[src/design/qdp_pkg.sv]
// package: shared constants and types of the quantized dot product core
package qdp_pkg;

	localparam int unsigned QUEUE_DEPTH = 2;

	localparam logic CFG_INPUT_SIGNED = 1'b0;
	localparam logic CFG_OUTPUT_MODE  = 1'b1;

	localparam logic [1:0] MODE_RELU_U8  = 2'd0;
	localparam logic [1:0] MODE_RAW      = 2'd1;
	localparam logic [1:0] MODE_CLAMP_S8 = 2'd2;

	localparam logic signed [31:0] U8_MAX = 32'sd255;
	localparam logic signed [31:0] S8_MIN = -32'sd128;
	localparam logic signed [31:0] S8_MAX = 32'sd127;

	localparam logic [63:0] S32_MAG_MIN = 64'h0000_0000_8000_0000;
	localparam logic [63:0] S32_MAX_64  = 64'h0000_0000_7FFF_FFFF;
	localparam logic [31:0] S32_MIN     = 32'h8000_0000;
	localparam logic [31:0] S32_MAX     = 32'h7FFF_FFFF;

	typedef struct packed {
		logic signed [31:0] acc;
		logic [31:0]        mult;
		logic [5:0]         shift;
		logic signed [31:0] bias;
	} job_t;

	typedef enum logic [2:0] {
		BK_IDLE,
		BK_MUL,
		BK_RND,
		BK_FIN,
		BK_OUT
	} back_state_t;

endpackage

[src/design/qdp_front.sv]
// front end: item intake, multiply-accumulate, hand-off of finished sums
module qdp_front (
	input  logic                clk,
	input  logic                arst_n,
	input  logic                input_signed,
	input  logic [7:0]          activation,
	input  logic signed [7:0]   weight,
	input  logic [31:0]         scale_mult,
	input  logic [5:0]          scale_shift,
	input  logic signed [31:0]  bias,
	input  logic                last,
	input  logic                in_valid,
	output logic                in_ready,
	input  logic                full,
	output logic                push,
	output qdp_pkg::job_t       push_job
);

	logic signed [8:0]  act_ext;
	logic signed [16:0] prod;
	logic signed [31:0] acc_sum;
	logic signed [31:0] acc_q;
	logic               fire;

	assign act_ext  = $signed({input_signed & activation[7], activation});
	assign prod     = act_ext * weight;
	assign acc_sum  = acc_q + {{15{prod[16]}}, prod};
	assign in_ready = !full;
	assign fire     = in_valid & in_ready;
	assign push     = fire & last;

	always_comb begin
		push_job.acc   = acc_sum;
		push_job.mult  = scale_mult;
		push_job.shift = scale_shift;
		push_job.bias  = bias;
	end

	always_ff @(posedge clk or negedge arst_n) begin
		if (!arst_n) begin
			acc_q <= '0;
		end else if (fire) begin
			if (last) begin
				acc_q <= '0;
			end else begin
				acc_q <= acc_sum;
			end
		end
	end

endmodule

[src/design/qdp_queue.sv]
// queue: small job queue between front and back
module qdp_queue #(
	parameter int unsigned DEPTH = qdp_pkg::QUEUE_DEPTH
) (
	input  logic          clk,
	input  logic          arst_n,
	input  logic          push,
	input  qdp_pkg::job_t push_job,
	output logic          full,
	input  logic          pop,
	output qdp_pkg::job_t pop_job,
	output logic          empty
);

	localparam int unsigned PtrW = $clog2(DEPTH);
	localparam int unsigned CntW = $clog2(DEPTH + 1);
	localparam logic [PtrW-1:0] LastPtr = PtrW'(DEPTH - 1);
	localparam logic [CntW-1:0] FullCnt = CntW'(DEPTH);

	qdp_pkg::job_t   slot_q [DEPTH];
	logic [PtrW-1:0] wr_ptr_q;
	logic [PtrW-1:0] rd_ptr_q;
	logic [CntW-1:0] count_q;

	assign full    = (count_q == FullCnt);
	assign empty   = (count_q == '0);
	assign pop_job = slot_q[rd_ptr_q];

	always_ff @(posedge clk) begin
		if (push) begin
			slot_q[wr_ptr_q] <= push_job;
		end
	end

	always_ff @(posedge clk or negedge arst_n) begin
		if (!arst_n) begin
			wr_ptr_q <= '0;
			rd_ptr_q <= '0;
			count_q  <= '0;
		end else begin
			if (push) begin
				wr_ptr_q <= (wr_ptr_q == LastPtr) ? '0 : wr_ptr_q + 1'b1;
			end
			if (pop) begin
				rd_ptr_q <= (rd_ptr_q == LastPtr) ? '0 : rd_ptr_q + 1'b1;
			end
			if (push && !pop) begin
				count_q <= count_q + 1'b1;
			end else if (pop && !push) begin
				count_q <= count_q - 1'b1;
			end
		end
	end

endmodule

[src/design/qdp_back.sv]
// back end: requantization sequencer, bias, output shaping and result register
module qdp_back (
	input  logic                clk,
	input  logic                arst_n,
	input  logic [1:0]          output_mode,
	input  logic                empty,
	input  qdp_pkg::job_t       pop_job,
	output logic                pop,
	output logic                out_valid,
	input  logic                out_ready,
	output logic signed [31:0]  result_value
);

	qdp_pkg::back_state_t state_q;
	qdp_pkg::back_state_t state_d;

	logic               neg_q;
	logic [31:0]        mag_q;
	logic [31:0]        mult_q;
	logic [5:0]         shift_q;
	logic signed [31:0] bias_q;
	logic [63:0]        prod_q;
	logic [63:0]        rnd_q;
	logic signed [31:0] result_q;

	logic [5:0]         sh_m1;
	logic [63:0]        rnd_d;
	logic [31:0]        sat;
	logic signed [31:0] z;
	logic signed [31:0] shaped;

	always_comb begin
		state_d = state_q;
		case (state_q)
			qdp_pkg::BK_IDLE: begin
				if (!empty) begin
					state_d = qdp_pkg::BK_MUL;
				end
			end
			qdp_pkg::BK_MUL: state_d = qdp_pkg::BK_RND;
			qdp_pkg::BK_RND: state_d = qdp_pkg::BK_FIN;
			qdp_pkg::BK_FIN: state_d = qdp_pkg::BK_OUT;
			qdp_pkg::BK_OUT: begin
				if (out_ready) begin
					state_d = qdp_pkg::BK_IDLE;
				end
			end
			default: state_d = qdp_pkg::BK_IDLE;
		endcase
	end

	always_comb begin
		pop       = 1'b0;
		out_valid = 1'b0;
		case (state_q)
			qdp_pkg::BK_IDLE: pop       = !empty;
			qdp_pkg::BK_OUT:  out_valid = 1'b1;
			default: begin
				pop       = 1'b0;
				out_valid = 1'b0;
			end
		endcase
	end

	always_ff @(posedge clk or negedge arst_n) begin
		if (!arst_n) begin
			state_q <= qdp_pkg::BK_IDLE;
		end else begin
			state_q <= state_d;
		end
	end

	// round half up on the magnitude, then shift
	assign sh_m1 = shift_q - 6'd1;
	assign rnd_d = (shift_q == '0) ? prod_q : ((prod_q + (64'd1 << sh_m1)) >> shift_q);

	always_comb begin
		if (neg_q) begin
			sat = (rnd_q >= qdp_pkg::S32_MAG_MIN) ? qdp_pkg::S32_MIN : (~rnd_q[31:0] + 32'd1);
		end else begin
			sat = (rnd_q > qdp_pkg::S32_MAX_64) ? qdp_pkg::S32_MAX : rnd_q[31:0];
		end
		z = $signed(sat) + bias_q;
		case (output_mode)
			qdp_pkg::MODE_RELU_U8: begin
				if (z < 32'sd0) begin
					shaped = '0;
				end else if (z > qdp_pkg::U8_MAX) begin
					shaped = qdp_pkg::U8_MAX;
				end else begin
					shaped = z;
				end
			end
			qdp_pkg::MODE_CLAMP_S8: begin
				if (z < qdp_pkg::S8_MIN) begin
					shaped = qdp_pkg::S8_MIN;
				end else if (z > qdp_pkg::S8_MAX) begin
					shaped = qdp_pkg::S8_MAX;
				end else begin
					shaped = z;
				end
			end
			default: shaped = z;
		endcase
	end

	always_ff @(posedge clk) begin
		case (state_q)
			qdp_pkg::BK_IDLE: begin
				neg_q   <= pop_job.acc[31];
				mag_q   <= pop_job.acc[31] ? (~pop_job.acc + 32'd1) : pop_job.acc;
				mult_q  <= pop_job.mult;
				shift_q <= pop_job.shift;
				bias_q  <= pop_job.bias;
			end
			qdp_pkg::BK_MUL: prod_q   <= {32'd0, mag_q} * {32'd0, mult_q};
			qdp_pkg::BK_RND: rnd_q    <= rnd_d;
			qdp_pkg::BK_FIN: result_q <= shaped;
			default: begin
			end
		endcase
	end

	assign result_value = result_q;

endmodule

[src/design/quantized_dot_product_requant_core.sv]
// top level: quantized dot product with requantization, config registers and wiring
// The core accepts one activation/weight item per cycle and accumulates it in a 32-bit
// wrapping sum. An item flagged last hands its sum, multiplier, shift and bias to a
// job queue of QUEUE_DEPTH entries and clears the sum, so the next dot product starts
// in the following cycle. The back end works through one job at a time, its sequencer
// stepping through dequeue, 32x32 multiply, round and shift, saturate with bias and output
// clamp, then output register, until out_ready; items stall only while the queue is
// full. Configuration writes take effect at once and are meant for an idle core.
module quantized_dot_product_requant_core #(
	parameter int unsigned QUEUE_DEPTH = qdp_pkg::QUEUE_DEPTH
) (
	input  logic                clk,
	input  logic                arst_n,
	input  logic                cfg_we,
	input  logic                cfg_index,
	input  logic [1:0]          cfg_data,
	input  logic [7:0]          activation,
	input  logic signed [7:0]   weight,
	input  logic [31:0]         scale_mult,
	input  logic [5:0]          scale_shift,
	input  logic signed [31:0]  bias,
	input  logic                last,
	input  logic                in_valid,
	output logic                in_ready,
	output logic signed [31:0]  result_value,
	output logic                out_valid,
	input  logic                out_ready
);

	logic          input_signed_q;
	logic [1:0]    output_mode_q;
	logic          push;
	logic          pop;
	logic          full;
	logic          empty;
	qdp_pkg::job_t push_job;
	qdp_pkg::job_t pop_job;

	always_ff @(posedge clk or negedge arst_n) begin
		if (!arst_n) begin
			input_signed_q <= 1'b0;
			output_mode_q  <= qdp_pkg::MODE_RELU_U8;
		end else if (cfg_we) begin
			case (cfg_index)
				qdp_pkg::CFG_INPUT_SIGNED: input_signed_q <= cfg_data[0];
				qdp_pkg::CFG_OUTPUT_MODE:  output_mode_q  <= cfg_data;
				default: begin
				end
			endcase
		end
	end

	qdp_front u_front (
		.clk          (clk),
		.arst_n       (arst_n),
		.input_signed (input_signed_q),
		.activation   (activation),
		.weight       (weight),
		.scale_mult   (scale_mult),
		.scale_shift  (scale_shift),
		.bias         (bias),
		.last         (last),
		.in_valid     (in_valid),
		.in_ready     (in_ready),
		.full         (full),
		.push         (push),
		.push_job     (push_job)
	);

	qdp_queue #(
		.DEPTH (QUEUE_DEPTH)
	) u_queue (
		.clk      (clk),
		.arst_n   (arst_n),
		.push     (push),
		.push_job (push_job),
		.full     (full),
		.pop      (pop),
		.pop_job  (pop_job),
		.empty    (empty)
	);

	qdp_back u_back (
		.clk          (clk),
		.arst_n       (arst_n),
		.output_mode  (output_mode_q),
		.empty        (empty),
		.pop_job      (pop_job),
		.pop          (pop),
		.out_valid    (out_valid),
		.out_ready    (out_ready),
		.result_value (result_value)
	);

endmodule

[config.mk]
export PLATFORM = sky130hd
export DESIGN_NAME = quantized_dot_product_requant_core
export DESIGN_NICKNAME = d
export VERILOG_FILES = /design/src/design/qdp_pkg.sv /design/src/design/qdp_front.sv /design/src/design/qdp_queue.sv /design/src/design/qdp_back.sv /design/src/design/quantized_dot_product_requant_core.sv
export SDC_FILE = /design/constraint.sdc
export NUM_CORES = 2
export LEC_CHECK = 0
export BUFFER_PORTS_ARGS = -buffer_cell sky130_fd_sc_hd__buf_2
export CORE_MARGIN = 3
export CORE_UTILIZATION = 25
export DETAILED_ROUTE_END_ITERATION = 10
export GPL_TIMING_DRIVEN = 0
export HOLD_SLACK_MARGIN = 0.02
export PLACE_DENSITY = 0.5
export SETUP_SLACK_MARGIN = 0.05
export SYNTH_ARGS = -nofsm -noshare
export SYNTH_HDL_FRONTEND = slang
export SYNTH_SLANG_ARGS = --single-unit
[constraint.sdc]
create_clock -name clk -period 23.3 [get_ports clk]
set_clock_uncertainty 0.15 [all_clocks]
set_input_delay 3.495 -clock clk [delete_from_list [all_inputs] [get_ports clk]]
set_output_delay 3.495 -clock clk [all_outputs]
set_load 0.005 [all_outputs]
==> run summary <==
result of the run: finished with violations
violated checks: capacitance limit, slew limit
depth of the worst register-to-register path: 21
half-perimeter wire length of the detailed placement result: 241000 um
stages on the worst setup path: 21
FF-to-FF End: u_back.rnd_q[2]
most used standard cells in the synthesized netlist: 1153 x sky130_fd_sc_hd__inv_1, 1142 x sky130_fd_sc_hd__nand2_1, 960 x sky130_fd_sc_hd__fa_1, 467 x sky130_fd_sc_hd__edfxtp_1, 422 x sky130_fd_sc_hd__ha_1
Post-synth EDFFs: 467
share of Yosys cell area claimed by the top area cell type: 28.2%
TritonCTS clock tree: built
Post-Syn Nets: 8758
TNS Setup: 0 ns
placer's final routability congestion estimate: 1.01
Worst Tran Pin Value: 1.60 ns
global-route wire length before repair: 420000 um
relative max-transition margin: -6.78%
Remaining DRCs: 0
Max Clk Rate: 87.1 MHz
Critical Path End Type: flip-flop
drt initial violations: 5495
Period Utilization, post-route: 49.3%
arrival time at the worst endpoint: 11.83 ns
FF+latch count, synth: 509
hold wc startpoint: u_front.acc_q[25]
max incr delay on CP: 1.15 ns
biggest area consumer among synthesized cells: sky130_fd_sc_hd__fa_1
number of routed nets with antenna violations: 0
nets: 8968
largest delay contributor family on the critical path: compound AO/OA/AOI/OAI gates
vias in the first global route: 57.7k
count of unique library cells instantiated by Yosys: 93
CP Launch Type: flip-flop
Post-Synthesis Cells: 7281
number of fillers in the final layout: 28.6k
clock transition at the registers of the reported paths: 0.06 ns
starting density of the core: 25.3%
setup-violating endpoint count in the final report: 0
mean post-synth cell area: 9.35 um2
number of antenna violations at the first check in global routing: 31
Chip Height: 528 um
number of clock buffers inserted by TritonCTS: 60
fraction of registers with async set or reset after synthesis: 8.25%
setup repair after global routing missed its margin: no
detail-routed net length per standard cell: 26.5 um
buffers and inverters on the worst path: 4
sequential area share after synthesis: 22.2%
most frequent cell after synthesis: sky130_fd_sc_hd__inv_1
Max clock buf depth: 3
maximum level of the CTS H-tree: 2
post-CTS setup buffer count: 0
final WL: 294000 um
total of warnings raised by yosys: 0
hold path endpoint: u_front.acc_q[25]
Core Region: 269000 um2
Fin. Hold Viols: 0
floorplan die width: 528 um
predominant post-synthesis flop cell: sky130_fd_sc_hd__edfxtp_1
pin count of the biggest net entering global routing: 66
Detailed Routing Iterations Pass 1: 6
worst reg2reg path startpoint: u_back.shift_q[1]
synth-to-layout area growth: 11.1%
# hold bufs at CTS: 0
launch point of the critical path: u_back.shift_q[1]
grt ovf: 0
largest fanout on the critical path: 10
Cell Chain, Critical Path: clkbuf_1 -> clkbuf_1 -> buf_1 -> nor2_1 -> nand2_1 -> nand2_1 -> clkbuf_1 -> nor2_1 -> ha_1 -> o21ai_0 -> o21bai_1 -> a211oi_1 -> o31ai_2 -> a21oi_1 -> o21ai_0 -> mux2i_1 -> mux2i_1 -> mux2_2 -> mux2i_1 -> o21ai_0 -> o221ai_1
top-level port count: 129
cell area after technology mapping: 68000 um2
clock tree root buffer cell: sky130_fd_sc_hd__clkbuf_16
time the worst path needs with I/O delays and setup: 11.48 ns
clock sink count: 509
Row Count: 190
HP Class: flip-flop to flip-flop
total count of max-transition violations in the final report: 6
hold path cells: 2
Global Route Usage Sum: 20.7%
Avg Vias per Cell: 5.09
worst-case register-to-register setup slack: 11.82 ns
type of the worst setup path: flip-flop to flip-flop
count of vias placed by the detailed router: 56.5k
required time of the worst setup path: 23.65 ns
area enclosed by the die boundary: 278000 um2
clock latency at the later pin of the worst-skew pair: 0.74 ns
crit path max-delay cell type: sky130_fd_sc_hd__nor2_1
number of buffer cells added on primary ports: 126
fraction of layout instances using a drive strength above 1: 5.85%
cell types occupying the most area after synthesis: sky130_fd_sc_hd__fa_1 28%, sky130_fd_sc_hd__edfxtp_1 21%, sky130_fd_sc_hd__ha_1 7.8%
Max-Cap Viols: 1
number of instances resized during post-cts repair: 0
kinds of logic (layout without fill, tap and decap cells):
kind of cell               after synthesis  after routing  share of synthesized area [%]
adders and majority gates             1382           1382                           36.0
AOI/OAI and AO/OA                     1168           1168                           11.7
muxes                                  214            214                           3.74
DFF                                    509            509                           22.2
buffers and inverters                 1539           1799                           8.52
and+or+nand+nor                       2256           2256                           15.2
other                                    0              8                              0
xor gates and xnor gates               213            213                           2.75
layout by cell type (no fill, tap or decap), types with 61 or more instances in the layout:
cell and n:
sky130_fd_sc_hd__a211oi_1 63, sky130_fd_sc_hd__a21o_1 119, sky130_fd_sc_hd__a21oi_1 264, sky130_fd_sc_hd__and2_1 286, sky130_fd_sc_hd__buf_2 129, sky130_fd_sc_hd__clkbuf_1 356, sky130_fd_sc_hd__edfxtp_1 467, sky130_fd_sc_hd__fa_1 960
sky130_fd_sc_hd__ha_1 422, sky130_fd_sc_hd__inv_1 1153, sky130_fd_sc_hd__mux2_2 101, sky130_fd_sc_hd__mux2i_1 91, sky130_fd_sc_hd__nand2_1 1142, sky130_fd_sc_hd__nand3_1 76, sky130_fd_sc_hd__nand4_1 61, sky130_fd_sc_hd__nor2_1 326
sky130_fd_sc_hd__nor3_1 123, sky130_fd_sc_hd__o21ai_0 216, sky130_fd_sc_hd__xnor2_1 130, sky130_fd_sc_hd__xor2_1 81
how the worst max path moves through the flow:
stage	endpoint	slack, ns
2_1_floorplan	u_queue.count_q[1]	13.26
3_3_place_gp	u_queue.count_q[1]	6.99
3_5_place_dp	u_back.rnd_q[6]	12.38
4_1_cts	u_back.rnd_q[6]	12.30
5_1_grt	u_back.rnd_q[2]	12.12
6_report	u_back.rnd_q[2]	11.82
state kept, by name, indices dropped and copies added, names as in the netlist, 2 cells and up:
name,cells
u_back.bias_q,32
u_queue.count_q,2
u_back.mult_q,32
output_mode_q,2
u_back.shift_q,6
u_back.rnd_q,64
u_queue.slot_q,204
u_back.mag_q,32
u_back.result_value,32
u_back.prod_q,64
u_front.acc_q,32
u_back.state_q,3
metrics by stage:
step	util, %	cells	cell area, um2	hold WS (ns)	setup slack (ns)
final	28.1	11101	75600	0.328	11.82
after global routing	28.1	11094	75600	0.360	12.12
after CTS	28.1	11093	75600	0.335	12.30
after detailed placement	27.3	10981	73500	0.321	12.38
after global placement	27.1	10959	73100	0.317	6.99
after floorplan	-	7281	68000	0.295	13.26
worst register-to-register path: stages (launching register included):
cell	delay, ns
sky130_fd_sc_hd__edfxtp_1	0.50
sky130_fd_sc_hd__clkbuf_1	0.33
sky130_fd_sc_hd__clkbuf_1	0.47
sky130_fd_sc_hd__buf_1	0.41
sky130_fd_sc_hd__nor2_1	1.15
sky130_fd_sc_hd__nand2_1	0.18
sky130_fd_sc_hd__nand2_1	0.48
sky130_fd_sc_hd__clkbuf_1	0.61
sky130_fd_sc_hd__nor2_1	0.33
sky130_fd_sc_hd__ha_1	0.51
sky130_fd_sc_hd__o21ai_0	0.17
sky130_fd_sc_hd__o21bai_1	0.38
sky130_fd_sc_hd__a211oi_1	0.16
sky130_fd_sc_hd__o31ai_2	0.74
sky130_fd_sc_hd__a21oi_1	0.46
sky130_fd_sc_hd__o21ai_0	0.65
sky130_fd_sc_hd__mux2i_1	0.85
sky130_fd_sc_hd__mux2i_1	0.50
sky130_fd_sc_hd__mux2_2	0.48
sky130_fd_sc_hd__mux2i_1	0.75
sky130_fd_sc_hd__o21ai_0	0.51
sky130_fd_sc_hd__o221ai_1	0.49
routing by layer:
layer  wire length (um)  part of all wire [%]  vias up  global-route usage, %
met4              19300                   6.6       10                   11.0
met2             127000                    43     2554                   31.7
li1                   -                     -    24492                      -
met1             123000                    42    28842                   27.4
met5                 65                 0.022        -                      0
met3              23700                   8.1      610                   4.31
final cells by class:
| cell class | instances | area, um2 | share of cell area, % |
|---|---|---|---|
| sequential | 509 | 15100 | 19.9 |
| buffer | 380 | 1450 | 1.91 |
| clock inverter | 45 | 542 | 0.717 |
| tap | 3552 | 4440 | 5.88 |
| antenna | 8 | 20.0 | 0.0265 |
| multi-input combinational | 5233 | 47200 | 62.5 |
| inverter | 1159 | 4350 | 5.75 |
| clock buffer | 67 | 1550 | 2.05 |
| timing repair buffer | 148 | 958 | 1.27 |
Power is left out: the tool's default activity adds up to more than one toggle a clock period on the data nets, which glitch-free logic cannot reach.
